===== src/design/image_crc32_with_gap_fill_top_assert.svh =====
// assertion macros for the image crc block
`ifndef IMAGE_CRC32_WITH_GAP_FILL_TOP_ASSERT_SVH
`define IMAGE_CRC32_WITH_GAP_FILL_TOP_ASSERT_SVH

// same-cycle implication
`define ICRCGF_ASSERT_SAME(lbl, ante, cons) \
  lbl: assert property (@(posedge clk_i) disable iff (!rst_ni) (ante) |-> (cons)) \
    else $error("icrcgf: same-cycle check failed");

// next-cycle implication
`define ICRCGF_ASSERT_NEXT(lbl, ante, cons) \
  lbl: assert property (@(posedge clk_i) disable iff (!rst_ni) (ante) |=> (cons)) \
    else $error("icrcgf: next-cycle check failed");

`endif


===== src/design/icrcgf_pkg.sv =====
package icrcgf_pkg;

  localparam int unsigned CFG_IDX_W = 2;

  localparam logic [CFG_IDX_W-1:0] CFG_APP_START    = 2'd0;
  localparam logic [CFG_IDX_W-1:0] CFG_APP_MAX_SIZE = 2'd1;
  localparam logic [CFG_IDX_W-1:0] CFG_INFO_BASE    = 2'd2;
  localparam logic [CFG_IDX_W-1:0] CFG_ID_OFFSET    = 2'd3;

  localparam logic [2:0] ST_CRC    = 3'd0;
  localparam logic [2:0] ST_GAP    = 3'd1;
  localparam logic [2:0] ST_INFO   = 3'd2;
  localparam logic [2:0] ST_RANGE  = 3'd3;
  localparam logic [2:0] ST_NOINFO = 3'd4;
  localparam logic [2:0] ST_BEHIND = 3'd5;

  localparam logic [31:0] CRC_POLY = 32'hEDB88320;
  localparam logic [31:0] CRC_INIT = 32'hFFFFFFFF;
  localparam logic [7:0]  BYTE_FF  = 8'hFF;

  typedef enum logic [3:0] {
    S_CLEAR,
    S_IDLE,
    S_CLASSIFY,
    S_DECIDE,
    S_RD_LO,
    S_RD_HI,
    S_CHECK,
    S_FILL,
    S_UPDATE,
    S_EMIT
  } state_e;

  typedef struct packed {
    logic       clear_step;
    logic       load_in;
    logic       classify;
    logic       info_wr;
    logic       rd_hi;
    logic       cap_lo;
    logic       gap_load;
    logic       fill_step;
    logic       update;
    logic       emit;
    logic       res_we;
    logic [2:0] res_status;
  } cmd_t;

  typedef struct packed {
    logic clear_last;
    logic is_info;
    logic is_app;
    logic id_missing;
    logic behind;
    logic ahead;
    logic gap_last;
    logic out_free;
  } stat_t;

  // one reflected crc-32 byte step, unrolled over the eight bits
  function automatic logic [31:0] crc_byte(input logic [31:0] crc, input logic [7:0] b);
    logic [31:0] c;
    c = crc ^ {24'h0, b};
    for (int k = 0; k < 8; k++) begin
      c = (c >> 1) ^ (c[0] ? CRC_POLY : 32'h0);
    end
    return c;
  endfunction

endpackage


===== src/design/icrcgf_ctrl.sv =====
module icrcgf_ctrl (
  input  logic               clk_i,
  input  logic               rst_ni,
  input  logic               in_valid_i,
  output logic               in_stall_o,
  input  icrcgf_pkg::stat_t  st_i,
  output icrcgf_pkg::cmd_t   cmd_o
);
  import icrcgf_pkg::*;

  state_e state_q, state_d;

  always_ff @(posedge clk_i or negedge rst_ni) begin
    if (!rst_ni) begin
      state_q <= S_CLEAR;
    end else begin
      state_q <= state_d;
    end
  end

  always_comb begin
    state_d = state_q;
    unique case (state_q)
      S_CLEAR:    if (st_i.clear_last) state_d = S_IDLE;
      S_IDLE:     if (in_valid_i) state_d = S_CLASSIFY;
      S_CLASSIFY: state_d = S_DECIDE;
      S_DECIDE: begin
        if (st_i.is_info || !st_i.is_app) state_d = S_EMIT;
        else                              state_d = S_RD_LO;
      end
      S_RD_LO:    state_d = S_RD_HI;
      S_RD_HI:    state_d = S_CHECK;
      S_CHECK: begin
        if (st_i.id_missing || st_i.behind) state_d = S_EMIT;
        else if (st_i.ahead)                state_d = S_FILL;
        else                                state_d = S_UPDATE;
      end
      S_FILL:     if (st_i.gap_last) state_d = S_UPDATE;
      S_UPDATE:   state_d = S_EMIT;
      S_EMIT:     if (st_i.out_free) state_d = S_IDLE;
      default:    state_d = S_CLEAR;
    endcase
  end

  always_comb begin
    cmd_o      = '0;
    in_stall_o = 1'b1;
    unique case (state_q)
      S_CLEAR:    cmd_o.clear_step = 1'b1;
      S_IDLE: begin
        in_stall_o    = 1'b0;
        cmd_o.load_in = in_valid_i;
      end
      S_CLASSIFY: cmd_o.classify = 1'b1;
      S_DECIDE: begin
        if (st_i.is_info) begin
          cmd_o.info_wr    = 1'b1;
          cmd_o.res_we     = 1'b1;
          cmd_o.res_status = ST_INFO;
        end else if (!st_i.is_app) begin
          cmd_o.res_we     = 1'b1;
          cmd_o.res_status = ST_RANGE;
        end
      end
      S_RD_LO:    ;
      S_RD_HI: begin
        cmd_o.rd_hi  = 1'b1;
        cmd_o.cap_lo = 1'b1;
      end
      S_CHECK: begin
        cmd_o.res_we = 1'b1;
        if (st_i.id_missing) begin
          cmd_o.res_status = ST_NOINFO;
        end else if (st_i.behind) begin
          cmd_o.res_status = ST_BEHIND;
        end else if (st_i.ahead) begin
          cmd_o.res_status = ST_GAP;
          cmd_o.gap_load   = 1'b1;
        end else begin
          cmd_o.res_status = ST_CRC;
        end
      end
      S_FILL:     cmd_o.fill_step = 1'b1;
      S_UPDATE:   cmd_o.update = 1'b1;
      S_EMIT:     cmd_o.emit = st_i.out_free;
      default:    ;
    endcase
  end

endmodule


===== config.mk =====
export PLATFORM = sky130hd
export DESIGN_NAME = icrcgf_ctrl
export DESIGN_NICKNAME = d
export VERILOG_FILES = /design/src/design/image_crc32_with_gap_fill_top_assert.svh /design/src/design/icrcgf_pkg.sv /design/src/design/icrcgf_ctrl.sv
export SDC_FILE = /design/constraint.sdc
export NUM_CORES = 1
export LEC_CHECK = 0
export CORE_MARGIN = 2
export CORE_UTILIZATION = 35
export CTS_BUF_LIST = sky130_fd_sc_hd__clkbuf_8
export DETAILED_ROUTE_END_ITERATION = 10
export DONT_BUFFER_PORTS = 1
export GPL_ROUTABILITY_DRIVEN = 1
export GPL_TIMING_DRIVEN = 1
export PLACE_DENSITY = 0.53
export SLEW_MARGIN = 0
export SYNTH_ARGS = -nofsm -noshare
export SYNTH_HDL_FRONTEND = slang
export SYNTH_SLANG_ARGS = --single-unit

===== constraint.sdc =====
create_clock -name clk_i -period 3.98 [get_ports clk_i]
set_input_delay 0 -clock clk_i [delete_from_list [all_inputs] [get_ports clk_i]]
set_output_delay 0 -clock clk_i [all_outputs]
set_load 0.01 [all_outputs]

==> results.json <==
{
  "die_h_um": 41.1,
  "cts_resized": 0,
  "rows": 13,
  "grt_start_max_net_pins": 16,
  "cp_max_fo": 14,
  "fin_crit_sh_pct": 40.0,
  "crit_required_ns": 4.07,
  "fill_cells": 135,
  "syn_nets": 79,
  "outcome": "complete, no violations",
  "finalSetupViolCount": 0,
  "num_vias": 466,
  "cts_setup_buffers": 0,
  "diodes": 0,
  "fmax_mhz": 629,
  "peakVddDrop_mv": 0.506,
  "clockBufferDepth": 2,
  "path_class": "register to register",
  "worstMarginPinSlew_ns": 0.435,
  "ant_nets": 0,
  "boundaryPins": 26,
  "dpl.cell_count": 78,
  "synth_edf_count": 0,
  "yosysUniqueCellTypes": 34,
  "die_area_um2": 1690,
  "finalNonFillerCells": 82,
  "core-area_um2": 1280,
  "drc": 0,
  "cp-end-kind": "register",
  "cts_tree": "yes",
  "yosys.area.top_type": "dfrtp_1",
  "p_leak_nw": 0.254,
  "power.density_nw_per_um2": 838,
  "ys_warn_count": 0,
  "syn_avg_cell_area_um2": 7.07,
  "ff2ff_setup_slack_ns": 2.39,
  "routed_wirelength_um": 1130,
  "min_path_type": "input pin to register",
  "routed_via_density": 5.68,
  "netlist_top_cells_count": "nor2_1, nand2_1, inv_1, nand2b_1, dfrtp_1",
  "startpoint_type": "register",
  "path_clk_slew_ns": 0.03,
  "synthCells": 68,
  "drive_gt1_share_pct": 10.4,
  "fin_ws_ns": 2.39,
  "top_regs": "state_q: 4 flops",
  "insertion_delay_ns": 0.21,
  "tns_ns": 0,
  "post_drt_wl_per_cell_um": 13.8,
  "clock_skew_ns": 0.00257,
  "grt_usage_pct": 15.7,
  "htreeDepth": 1,
  "ctsHoldBuffers": 1,
  "antenna_found_initial": 0,
  "drv_slew": 0,
  "critPathLaunch": "state_q[2]$_DFFE_PN0P_",
  "drt-initial-drc-count": 10,
  "die_width_um": 41.1,
  "syn2layout_area_growth_pct": 7.81,
  "dpl.hpwl_um": 875,
  "grt_overflow": 0,
  "period_needed_ns": 1.59,
  "synth_top_area_share_pct": 20.8,
  "cts.sinks": 4,
  "worstPathArrival_ns": 1.68,
  "hold_viol_final": 0,
  "worstReg2RegStart": "state_q[2]$_DFFE_PN0P_",
  "ys_ff_latch": 4,
  "port_buffers": 0,
  "rsz0062_at_grt": "no",
  "pre_cts_ws_ns": 2.38,
  "hp-start": "st_i[1]",
  "nets": 80,
  "largest-register": "state_q",
  "largest_register_ffs": 4,
  "initial_core_util_pct": 37.4,
  "grt_first_pass_wirelength_um": 1680,
  "first_pass_iters": 4,
  "tritoncts.num_buffers": 3,
  "seq_area_frac_synth_pct": 20.8,
  "synthArstFlopShare_pct": 100,
  "ys.flop_type": "dfrtp_1",
  "max_slew_margin_pct": 70.9,
  "yosys.cell_count.top_type": "nor2_1",
  "synthesis.area_um2": 480,
  "grt_pass1_vias": 416,
  "yosys-top-cells-area": "dfrtp_1, nor2_1, nand2b_1, buf_4, nand2_1",
  "drv_cap": 0,
  "cts_root_buffer": "clkbuf_8",
  "gp_congestion": 0.743
}
-- logic make-up after synthesis --
group                  count (synthesis)  synth area share (%)
AOI/OAI and AO/OA                     16                  24.0
buffers and inverters                 10                  10.7
DFF                                    4                  20.8
and+or+nand+nor                       38                  44.5
-- where the power goes --
part           leakage (nW)  switching, mW  internal (mW)  total (mW)
Clock                0.0216         0.0177         0.0642      0.0818
Sequential           0.0510         0.0653         0.0606       0.126
Combinational         0.182          0.127         0.0991       0.226
Total                 0.254          0.210          0.224       0.434
-- per-stage QoR --
step	area [um^2]	power (mW)	hold WS [ns]	util (%)
6_report	518	0.434	0.0122	40.3
5_1_grt	518	0.485	0.0207	40.3
4_1_cts	518	0.438	0.0106	40.3
3_5_place_dp	467	0.351	-0.296	36.3
3_3_place_gp	467	0.353	-0.296	36.3
2_1_floorplan	480	0.329	-0.296	-
-- cells in the final DEF, fill, tap and decap left out, drive strengths merged, types with 2 or more instances in the layout --
master	n
a21oi	2
and2b	2
and3	3
clkbuf	3
dfrtp	4
inv	5
nand2	6
nand2b	5
nor2	11
nor2b	3
o21ai	4
-- worst max-delay path: stages, from the launching register on --
cell     delay (ns)
dfrtp_1        0.52
nor4_2         0.45
and2b_1        0.20
a21oi_1        0.04
a211o_1        0.26
-- worst paths after layout --
path / end / cells past startpoint
worst max-delay path: state_q[0]$_DFFE_PN0P_ / 4
worst min-delay path: state_q[1]$_DFFE_PN0P_ / 2
worst max register to register: state_q[0]$_DFFE_PN0P_ / 4
worst min register to register: state_q[2]$_DFFE_PN0P_ / 1
max in group asynchronous: state_q[2]$_DFFE_PN0P_ / 1
min in group asynchronous: state_q[3]$_DFFE_PN0P_ / 1
-- routing by layer --
metal  vias up  GRT usage, %  routed length (um)
met5         -             0                   0
li1        232             -                   -
met1       211          19.4                 529
met2        23          23.4                 516
met3         0          7.61                  84
met4         0          5.00                   0
-- cell type report --
cell class                 instances  area, um^2  share of cell area (%)
clock buffer                       3        41.3                    7.97
inverter                           5        18.8                    3.62
multi-input combinational         54         329                    63.5
sequential                         4         100                    19.3
tap                               15        18.8                    3.62
timing repair buffer               1        10.0                    1.93
No activity file was read; power rests on OpenSTA's default activity.
